<file path="src/rtl/txdra_pkg.sv">
// Shared types, codes and field widths of the transmit ring credit allocator.
// Depends on nothing; used by the core and the checker.
package txdra_pkg;

   // Field and register widths.
   localparam int LEN_W       = 16;
   localparam int PORT_W      = 3;
   localparam int HOST_W      = 64;
   localparam int WORD_W      = 64;
   localparam int STATUS_W    = 3;
   localparam int SLOT_IDX_W  = 8;
   localparam int LINES_W     = 11;
   localparam int DESC_LIM_W  = 9;
   localparam int LINE_LIM_W  = 13;
   localparam int CSR_INDEX_W = 2;
   localparam int CSR_DATA_W  = 13;
   localparam int LOW_WORD_W  = 32;
   localparam int ALIGN_BITS  = 6;
   localparam int LINE_SHIFT  = 6;

   // Largest values the limit registers can hold.
   localparam int DESC_LIM_MAX = 511;
   localparam int LINE_LIM_MAX = 8191;

   // Default ring sizes.
   localparam int DEF_DESC_SLOTS = 256;
   localparam int DEF_BUF_LINES  = 4096;

   // Packet length handling.
   localparam logic [LEN_W-1:0] MIN_FRAME   = 16'd60;
   localparam int               ALIGN_SLACK = 2 * 63;

   // Reset values of the limit registers.
   localparam logic [DESC_LIM_W-1:0] DESC_LIMIT_RST = 9'd256;
   localparam logic [LINE_LIM_W-1:0] LINE_LIMIT_RST = 13'd4096;

   typedef enum logic {
      OP_SUBMIT  = 1'b0,
      OP_RELEASE = 1'b1
   } op_type;

   typedef enum logic [STATUS_W-1:0] {
      ST_ACCEPTED = 3'd0,
      ST_TOO_BIG  = 3'd1,
      ST_BUSY     = 3'd2,
      ST_RELEASED = 3'd3,
      ST_EMPTY    = 3'd4
   } status_type;

   typedef enum logic [CSR_INDEX_W-1:0] {
      CSR_DESC_LIMIT = 2'd0,
      CSR_LINE_LIMIT = 2'd1
   } csr_index_type;

endpackage

</file>
<file path="src/rtl/tx_dma_ring_credit_allocator_core.sv">
// Top level of the transmit DMA descriptor ring and buffer-line credit allocator.
// Depends on txdra_pkg and txdra_slot_ram.
//
// Usage:
//   Input items arrive on req_* and are taken at a rising edge with start high
//   and busy low. A submit item (operation 0) asks for a descriptor slot and
//   (pkt_len + 126) / 64 buffer lines; a release item (operation 1) frees the
//   oldest outstanding descriptor and its lines.
//   Every item gives exactly one result on rsp_*, shown for one cycle with
//   rsp_strobe high, in the cycle right after the item was taken.
//   No new item is taken while a result is shown: busy stays high for the cycle
//   in which the result is shown, because a release needs the line count that
//   the slot memory returns in the cycle after its read address is issued.
//   The limit registers are written through csr_* at an edge with csr_write_en
//   high; the user must write them only while the block is idle, which is not enforced.
//   Synchronous reset clears the pointers, the counters and the in-flight item
//   and returns the limits to 256 descriptors and 4096 lines. The line-count
//   memory is not cleared; only slots written by an accepted submit are read.
//   The receiver cannot stall: each result must be taken in its cycle.
module tx_dma_ring_credit_allocator_core #(
   parameter int DESC_SLOTS = txdra_pkg::DEF_DESC_SLOTS,
   parameter int BUF_LINES  = txdra_pkg::DEF_BUF_LINES
) (
   input  logic                               clock,
   input  logic                               reset,
   input  logic                               start,
   output logic                               busy,
   input  logic                               req_operation,
   input  logic [txdra_pkg::LEN_W-1:0]        req_pkt_len,
   input  logic [txdra_pkg::PORT_W-1:0]       req_src_port,
   input  logic [txdra_pkg::HOST_W-1:0]       req_host_addr,
   output logic                               rsp_strobe,
   output logic [txdra_pkg::STATUS_W-1:0]     rsp_status,
   output logic [txdra_pkg::SLOT_IDX_W-1:0]   rsp_slot_index,
   output logic [txdra_pkg::WORD_W-1:0]       rsp_word_zero,
   output logic [txdra_pkg::WORD_W-1:0]       rsp_word_one,
   output logic                               rsp_stop_flag,
   output logic                               rsp_wake_flag,
   input  logic                               csr_write_en,
   input  logic [txdra_pkg::CSR_INDEX_W-1:0]  csr_index,
   input  logic [txdra_pkg::CSR_DATA_W-1:0]   csr_wdata
);

   import txdra_pkg::*;

   localparam int SLOT_W     = $clog2(DESC_SLOTS);
   localparam int LINE_PTR_W = $clog2(BUF_LINES);
   localparam int OFS_SUM_W  = ((LINE_PTR_W > LINES_W) ? LINE_PTR_W : LINES_W) + 1;
   localparam int LEN_SUM_W  = LEN_W + 1;

   // Effective limits never exceed the ring sizes.
   localparam logic [DESC_LIM_W-1:0] DESC_CAP =
      DESC_LIM_W'((DESC_SLOTS < DESC_LIM_MAX) ? DESC_SLOTS : DESC_LIM_MAX);
   localparam logic [LINE_LIM_W-1:0] LINE_CAP =
      LINE_LIM_W'((BUF_LINES < LINE_LIM_MAX) ? BUF_LINES : LINE_LIM_MAX);
   localparam logic [SLOT_W-1:0]     SLOT_LAST  = SLOT_W'(DESC_SLOTS - 1);
   localparam logic [OFS_SUM_W-1:0]  BUF_WRAP   = OFS_SUM_W'(BUF_LINES);

   // Configuration registers.
   logic [DESC_LIM_W-1:0] desc_limit_ff;
   logic [LINE_LIM_W-1:0] line_limit_ff;

   // Ring state.
   logic [LINE_PTR_W-1:0] buf_line_ptr_ff, buf_line_ptr_in;
   logic [SLOT_W-1:0]     slot_write_ptr_ff, slot_write_ptr_in;
   logic [SLOT_W-1:0]     slot_release_ptr_ff, slot_release_ptr_in;
   logic [DESC_LIM_W-1:0] slots_in_use_ff, slots_in_use_in;
   logic [LINE_LIM_W-1:0] lines_in_use_ff, lines_in_use_in;

   // Item in flight: taken at the previous edge, resolved this cycle.
   logic                  stage_valid_ff;
   logic                  op_ff;
   logic [LEN_W-1:0]      len_ff;
   logic [PORT_W-1:0]     port_ff;
   logic [HOST_W-1:0]     host_ff;

   logic                  accept;
   logic [LINES_W-1:0]    freed_lines;

   // Resolution of the item in flight.
   logic [LEN_SUM_W-1:0]  len_sum;
   logic [LINES_W-1:0]    lines_needed;
   logic [DESC_LIM_W-1:0] desc_lim;
   logic [LINE_LIM_W-1:0] line_lim;
   logic                  is_release;
   logic                  too_big;
   logic                  no_room;
   logic                  ring_empty;
   logic                  do_submit;
   logic                  do_release;
   logic [LEN_W-1:0]      padded_len;
   logic [OFS_SUM_W-1:0]  ofs_sum;
   logic [LINE_LIM_W-1:0] freed_ext;

   assign accept = start && !busy;
   assign busy   = stage_valid_ff;

   // Limit registers.
   always_ff @(posedge clock) begin
      if (reset) begin
         desc_limit_ff <= DESC_LIMIT_RST;
         line_limit_ff <= LINE_LIMIT_RST;
      end else if (csr_write_en) begin
         unique case (csr_index)
            CSR_DESC_LIMIT: desc_limit_ff <= csr_wdata[DESC_LIM_W-1:0];
            CSR_LINE_LIMIT: line_limit_ff <= csr_wdata;
            default: ;
         endcase
      end
   end

   // Capture the item; the release pointer is read from memory at the same edge.
   always_ff @(posedge clock) begin
      if (reset) begin
         stage_valid_ff <= 1'b0;
      end else begin
         stage_valid_ff <= accept;
      end
   end

   always_ff @(posedge clock) begin
      if (accept) begin
         op_ff   <= req_operation;
         len_ff  <= req_pkt_len;
         port_ff <= req_src_port;
         host_ff <= req_host_addr;
      end
   end

   // Per-slot line counts, written on an accepted submit.
   txdra_slot_ram #(
      .DEPTH  (DESC_SLOTS),
      .ADDR_W (SLOT_W),
      .DATA_W (LINES_W)
   ) u_slot_ram (
      .clock   (clock),
      .wr_en   (do_submit),
      .wr_addr (slot_write_ptr_ff),
      .wr_data (lines_needed),
      .rd_en   (accept),
      .rd_addr (slot_release_ptr_ff),
      .rd_data (freed_lines)
   );

   // Decide the item in flight.
   always_comb begin
      is_release   = (op_ff == OP_RELEASE);
      len_sum      = {1'b0, len_ff} + LEN_SUM_W'(ALIGN_SLACK);
      lines_needed = len_sum[LEN_SUM_W-1:LINE_SHIFT];
      desc_lim     = (desc_limit_ff > DESC_CAP) ? DESC_CAP : desc_limit_ff;
      line_lim     = (line_limit_ff > LINE_CAP) ? LINE_CAP : line_limit_ff;
      too_big      = LINE_LIM_W'(lines_needed) > line_lim;
      no_room      = (({1'b0, slots_in_use_ff} + (DESC_LIM_W + 1)'(1)) > {1'b0, desc_lim})
                  || (({1'b0, lines_in_use_ff} + (LINE_LIM_W + 1)'(lines_needed))
                      > {1'b0, line_lim});
      ring_empty   = (slots_in_use_ff == '0);
      do_submit    = stage_valid_ff && !is_release && !too_big && !no_room;
      do_release   = stage_valid_ff && is_release && !ring_empty;
      padded_len   = (len_ff < MIN_FRAME) ? MIN_FRAME : len_ff;
      ofs_sum      = OFS_SUM_W'(buf_line_ptr_ff) + OFS_SUM_W'(lines_needed);
      freed_ext    = LINE_LIM_W'(freed_lines);
   end

   // Next ring state.
   always_comb begin
      buf_line_ptr_in     = buf_line_ptr_ff;
      slot_write_ptr_in   = slot_write_ptr_ff;
      slot_release_ptr_in = slot_release_ptr_ff;
      slots_in_use_in     = slots_in_use_ff;
      lines_in_use_in     = lines_in_use_ff;
      if (do_submit) begin
         // The sum stays below twice the buffer size, so one subtract wraps it.
         buf_line_ptr_in   = (ofs_sum >= BUF_WRAP) ? LINE_PTR_W'(ofs_sum - BUF_WRAP)
                                                   : LINE_PTR_W'(ofs_sum);
         slot_write_ptr_in = (slot_write_ptr_ff == SLOT_LAST) ? '0
                                                              : slot_write_ptr_ff + 1'b1;
         slots_in_use_in   = slots_in_use_ff + 1'b1;
         lines_in_use_in   = lines_in_use_ff + LINE_LIM_W'(lines_needed);
      end else if (do_release) begin
         slot_release_ptr_in = (slot_release_ptr_ff == SLOT_LAST) ? '0
                                                                  : slot_release_ptr_ff + 1'b1;
         slots_in_use_in     = slots_in_use_ff - 1'b1;
         lines_in_use_in     = (freed_ext > lines_in_use_ff) ? '0
                                                             : lines_in_use_ff - freed_ext;
      end
   end

   always_ff @(posedge clock) begin
      if (reset) begin
         buf_line_ptr_ff     <= '0;
         slot_write_ptr_ff   <= '0;
         slot_release_ptr_ff <= '0;
         slots_in_use_ff     <= '0;
         lines_in_use_ff     <= '0;
      end else begin
         buf_line_ptr_ff     <= buf_line_ptr_in;
         slot_write_ptr_ff   <= slot_write_ptr_in;
         slot_release_ptr_ff <= slot_release_ptr_in;
         slots_in_use_ff     <= slots_in_use_in;
         lines_in_use_ff     <= lines_in_use_in;
      end
   end

   // Result fields; unused fields stay zero.
   always_comb begin
      rsp_strobe     = stage_valid_ff;
      rsp_status     = ST_ACCEPTED;
      rsp_slot_index = '0;
      rsp_word_zero  = '0;
      rsp_word_one   = '0;
      rsp_stop_flag  = 1'b0;
      rsp_wake_flag  = 1'b0;
      if (is_release) begin
         if (ring_empty) begin
            rsp_status = ST_EMPTY;
         end else begin
            rsp_status     = ST_RELEASED;
            rsp_slot_index = SLOT_IDX_W'(slot_release_ptr_ff);
            rsp_wake_flag  = 1'b1;
         end
      end else if (too_big) begin
         rsp_status = ST_TOO_BIG;
      end else if (no_room) begin
         rsp_status    = ST_BUSY;
         rsp_stop_flag = !ring_empty;
      end else begin
         // The buffer offset is a whole number of lines, so the alignment
         // bits of the host address fill its low bits.
         rsp_status     = ST_ACCEPTED;
         rsp_slot_index = SLOT_IDX_W'(slot_write_ptr_ff);
         rsp_word_zero  = {padded_len, (WORD_W - LEN_W - PORT_W - LOW_WORD_W)'(0), port_ff,
                           LOW_WORD_W'({buf_line_ptr_ff, host_ff[ALIGN_BITS-1:0]})};
         rsp_word_one   = host_ff;
      end
   end

endmodule

</file>
<file path="src/rtl/txdra_slot_ram.sv">
// Line-count memory: one entry per descriptor slot, one write and one read port.
// Depends on nothing; the read data is registered, so it arrives in the cycle after the read.
module txdra_slot_ram #(
   parameter int DEPTH  = 256,
   parameter int ADDR_W = 8,
   parameter int DATA_W = 11
) (
   input  logic              clock,
   input  logic              wr_en,
   input  logic [ADDR_W-1:0] wr_addr,
   input  logic [DATA_W-1:0] wr_data,
   input  logic              rd_en,
   input  logic [ADDR_W-1:0] rd_addr,
   output logic [DATA_W-1:0] rd_data
);

   logic [DATA_W-1:0] mem [DEPTH];
   logic [DATA_W-1:0] rd_data_ff;

   // Write port.
   always_ff @(posedge clock) begin
      if (wr_en) begin
         mem[wr_addr] <= wr_data;
      end
   end

   // Registered read port.
   always_ff @(posedge clock) begin
      if (rd_en) begin
         rd_data_ff <= mem[rd_addr];
      end
   end

   assign rd_data = rd_data_ff;

endmodule

</file>
<file path="config.mk">
export PLATFORM = sky130hd
export DESIGN_NAME = tx_dma_ring_credit_allocator_core
export DESIGN_NICKNAME = d
export VERILOG_FILES = /design/src/rtl/txdra_pkg.sv /design/src/rtl/tx_dma_ring_credit_allocator_core.sv /design/src/rtl/txdra_slot_ram.sv
export SDC_FILE = /design/constraint.sdc
export NUM_CORES = 2
export LEC_CHECK = 0
export BUFFER_PORTS_ARGS = -buffer_cell sky130_fd_sc_hd__buf_2
export CORE_ASPECT_RATIO = 1.4
export CORE_MARGIN = 4
export CORE_UTILIZATION = 50
export DETAILED_ROUTE_END_ITERATION = 8
export MAX_ROUTING_LAYER = met4
export PLACE_DENSITY = 0.69
export REMOVE_ABC_BUFFERS = 1
export SLEW_MARGIN = 20
export SYNTH_ARGS = -nofsm -noshare
export SYNTH_HDL_FRONTEND = slang
export SYNTH_SLANG_ARGS = --single-unit
</file>
<file path="constraint.sdc">
create_clock -name clock -period 40.8 [get_ports clock]
set_clock_uncertainty 0.1 [all_clocks]
set_input_delay 10.2 -clock clock [delete_from_list [all_inputs] [get_ports clock]]
set_output_delay 10.2 -clock clock [all_outputs]
set_load 0.02 [all_outputs]
</file>
==> results by group <==
Floorplanning
  • Area inside the core boundary: 0.234 mm^2
  • Row count: 210
  • Height of the die: 583 um
  • Initial standard-cell utilization of the core: 0.504
  • Die outline area: 0.244 mm^2
  • Ports: 246
  • Die W: 419 um

Drt
  • Wire length per cell: 32.2 um
  • Post-detailed-route count of antenna-violating nets: 0
  • Remaining routing DRC violations: 0
  • Via count normalized by instance count: 6.38
  • Pre-antenna DRT Iters: 8
  • Initial drt markers: 7373
  • Overall via count from detail_route: 59600
  • Routed Wire Length: 300000 um

Clocking
  • Setup Buffers After CTS: 0
  • Cell chosen for the clock root: sky130_fd_sc_hd__clkbuf_16
  • Number of clock sinks seen by CTS: 2984
  • Count of cells resized by post-cts repair: 0
  • Post-CTS Hold Buffers: 0
  • Max Root-Sink Buffers: 4
  • Inserted Clock Buffers: 276
  • H-tree levels: 5
  • Clock latency reported for the late side of the worst-skew pair: 840 ps
  • TritonCTS clock tree: built
  • Clock transition at the registers of the reported paths: 60 ps

Job
  • Max-cap violations: 0

Final layout
  • Fill cell instance count of the final layout: 17100
  • Most used cells in the layout excluding fill and tap cells: sky130_fd_sc_hd__edfxtp_1 (2911), sky130_fd_sc_hd__mux4_2 (748), sky130_fd_sc_hd__clkbuf_16 (291)
  • Most frequent standard cell in the layout excluding fill and tap cells: sky130_fd_sc_hd__edfxtp_1
  • Number of nets at the end of the flow: 6231
  • Area overhead of the layout relative to synthesis: 11.4%
  • Share of layout cells above drive strength 1: 0.272

Hold path
  • Worst min path class: reg -> reg
  • Hold path depth: 2
  • Min-Delay Startpoint: line_limit_ff[3]
  • Hold Path End: line_limit_ff[3]

Placed design
  • Count of input and output buffers: 218
  • Hpwl dp: 180000 um
  • RePlAce Congestion: 0.840

Synth
  • Post-Syn Area: 0.118 mm^2
  • Number of warnings printed during yosys synthesis: 0
  • Most used flip-flop cell after synthesis: sky130_fd_sc_hd__edfxtp_1
  • Post-Synthesis Cells: 5696
  • Dominant combinational cell family by area after synthesis: multiplexers
  • Total of flip-flops plus latches after synthesis: 2984
  • Post-synthesis mux area share: 0.148
  • Share of synthesized cell area in full adder, half adder and majority cells: 0.00925
  • Proportion of register bits with asynchronous set or reset after synthesis: 0
  • Basic-gate share of the synthesized area counting and, or, nand and nor cells: 0.0327
  • Cell variety after synth: 86
  • Share of the synthesized netlist area taken by xor and xnor gates: 0.00415
  • Post-synthesis sequential area ratio: 0.752
  • Syn Area/Cell: 20.7 um^2
  • Complex-gate fraction of the synthesized area: 0.0338
  • EDFF count, synth: 2911

Worst setup path
  • Internal reg-to-reg setup slack: 30850 ps
  • Maximum fanout along the worst path: 106
  • Crit Path Class: reg -> out
  • Type of origin of the critical path: flop
  • Data arrival at the endpoint of the critical path: 9210 ps
  • Nature of the critical path endpoint: output pin
  • Worst-case reg-to-reg path depth: 22
  • Endpoint of the worst register-to-register path: u_slot_ram.mem[169][0]
  • Req. time, crit path: 30500 ps
  • Launching point of the worst reg2reg path: len_ff[5]

STA
  • Max-slew violations: 0
  • Number of hold-slack violations in the final timing report: 0
  • Final hold slack: 362 ps
  • Timing-limited maximum frequency: 51.3 MHz
  • Count of endpoints failing setup in the final report: 0
  • Period minus WS final: 19510 ps
  • RSZ-0062 raised after global routing: false
  • Share of the clock period used by the worst path: 0.478
  • Transition time at the pin with the least slew margin: 1190 ps
  • Final total negative setup slack: 0 ps
  • Slew margin rel.: 0.208

GRT
  • Initial antenna violation count: 13
  • Global-route total usage across every layer: 0.253
  • Pin count of the biggest net entering global routing: 207
  • Remaining global-route overflow: 0
  • Via count of the first global-routing pass: 60100
  • Global-route wire length before repair: 435000 um

Power
  • Pleak: 40.2 nW
  • Max rail drop VDD: 31.9 uV
  • Total power density per cell area: 48.2 mW/mm^2

Status
  • Result of the run: finished, final reports clean
cell families (layout without fill, tap and decap cells):
group	after synthesis	in the layout
other	1	37
buffers and inverters	419	943
muxes	812	812
xor gates and xnor gates	56	56
adders and majority gates	85	85
and+or+nand+nor	785	785
AOI/OAI and AO/OA	554	554
DFF	2984	2984
metrics by stage:
| step | utilization | area [um^2] | setup slack [ps] | power, mW | cells |
|---|---|---|---|---|---|
| final | 0.562 | 132000 | 21290 | 6.35 | 9330 |
| after global routing | 0.562 | 132000 | 20610 | 6.55 | 9327 |
| after CTS | 0.561 | 131000 | 21150 | 6.39 | 9318 |
| after detailed placement | 0.525 | 123000 | 22070 | 3.93 | 8837 |
| after global placement | 0.524 | 123000 | 22310 | 3.92 | 8837 |
| after floorplan | - | 116000 | 2960 | 4.00 | 5354 |
cell usage after synthesis (10+ instances only):
cell	n	area, um^2
sky130_fd_sc_hd__a211oi_1	12	90.1
sky130_fd_sc_hd__a21oi_1	112	561
sky130_fd_sc_hd__a221oi_1	63	552
sky130_fd_sc_hd__a22o_1	65	569
sky130_fd_sc_hd__a22oi_1	103	773
sky130_fd_sc_hd__a31oi_1	11	68.8
sky130_fd_sc_hd__and2_1	96	601
sky130_fd_sc_hd__buf_1	34	128
sky130_fd_sc_hd__buf_2	84	420
sky130_fd_sc_hd__buf_4	59	443
sky130_fd_sc_hd__buf_6	48	541
sky130_fd_sc_hd__clkbuf_1	135	507
sky130_fd_sc_hd__dfxtp_1	73	1460
sky130_fd_sc_hd__edfxtp_1	2911	87400
sky130_fd_sc_hd__ha_1	81	1010
sky130_fd_sc_hd__inv_1	47	176
sky130_fd_sc_hd__mux2i_1	54	541
sky130_fd_sc_hd__mux4_2	748	16800
sky130_fd_sc_hd__nand2_1	126	473
sky130_fd_sc_hd__nand2b_1	10	62.6
sky130_fd_sc_hd__nand3_1	47	235
sky130_fd_sc_hd__nand4_1	15	93.8
sky130_fd_sc_hd__nand4_4	12	255
sky130_fd_sc_hd__nor2_1	346	1300
sky130_fd_sc_hd__nor2b_1	21	131
sky130_fd_sc_hd__nor3_1	58	290
sky130_fd_sc_hd__o211ai_1	16	120
sky130_fd_sc_hd__o21ai_0	50	250
sky130_fd_sc_hd__o22ai_1	33	206
sky130_fd_sc_hd__xnor2_1	38	333
sky130_fd_sc_hd__xor2_1	18	158
report_power, final:
group          leakage [nW]  internal [mW]  switching [mW]
Clock                  4.13           1.39            1.10
Sequential             26.5           3.39          0.0110
Combinational          9.57          0.169           0.288
Total                  40.2           4.95            1.40
sequential cells by signal, indices dropped and copies added, names as in the netlist:
register             flops
len_ff                  16
desc_limit_ff            9
slot_release_ptr_ff      8
lines_in_use_ff         13
slots_in_use_ff          9
buf_line_ptr_ff         12
line_limit_ff           13
port_ff                  3
busy                     1
host_ff                 64
u_slot_ram.mem        2816
is_release               1
slot_write_ptr_ff        8
u_slot_ram.rd_data      11
critical path, cell delays in order (launching register included):
cell	delay, ps
sky130_fd_sc_hd__edfxtp_1	400
sky130_fd_sc_hd__or4_1	550
sky130_fd_sc_hd__nor3_1	360
sky130_fd_sc_hd__nor2b_1	220
sky130_fd_sc_hd__and3_1	320
sky130_fd_sc_hd__xor2_4	140
sky130_fd_sc_hd__buf_4	580
sky130_fd_sc_hd__buf_4	830
sky130_fd_sc_hd__ha_1	420
sky130_fd_sc_hd__o211a_1	160
sky130_fd_sc_hd__a211o_1	350
sky130_fd_sc_hd__a2111o_1	440
sky130_fd_sc_hd__a21o_1	200
sky130_fd_sc_hd__nor2_1	130
sky130_fd_sc_hd__nor2_1	60
sky130_fd_sc_hd__ha_1	300
sky130_fd_sc_hd__nand4_1	150
sky130_fd_sc_hd__nor4_1	450
sky130_fd_sc_hd__a21oi_1	150
sky130_fd_sc_hd__o41ai_2	100
sky130_fd_sc_hd__and4_4	760
sky130_fd_sc_hd__buf_4	730
sky130_fd_sc_hd__and3_1	260
sky130_fd_sc_hd__buf_2	160
final cells by class:
class	instances	area (um^2)	share of cell area
Antenna cell	10	25.0	0.000190
Clock buffer	364	7580	0.0575
Clock inverter	117	921	0.00699
Inverter	51	191	0.00145
Multi-Input combinational cell	2319	27500	0.209
Sequential cell	2984	88900	0.675
Tap cell	3074	3850	0.0292
Timing Repair Buffer	411	2770	0.0210
routing by layer:
layer / vias up / part of all wire / track usage / wire [um]
met3: 565 / 0.086 / 0.0431 / 25700
met2: 3194 / 0.51 / 0.408 / 152000
met1: 31500 / 0.36 / 0.321 / 109000
met4: 0 / 0.047 / 0.107 / 14000
met5: - / 0 / - / 0
li1: 24300 / - / - / -
how the worst max path moves through the flow:
stage,start,end,slack [ps],cells past startpoint
detailed placement,len_ff[5],rsp_word_zero[49],22070,23
floorplan,slot_release_ptr_ff[0],rsp_slot_index[0],2960,2
global placement,len_ff[5],rsp_word_zero[49],22310,23
global route,len_ff[1],rsp_word_zero[49],20610,22
finish,len_ff[5],rsp_word_zero[49],21290,23
CTS,len_ff[5],rsp_word_zero[49],21150,23
No activity file was read; power rests on OpenSTA's default activity.
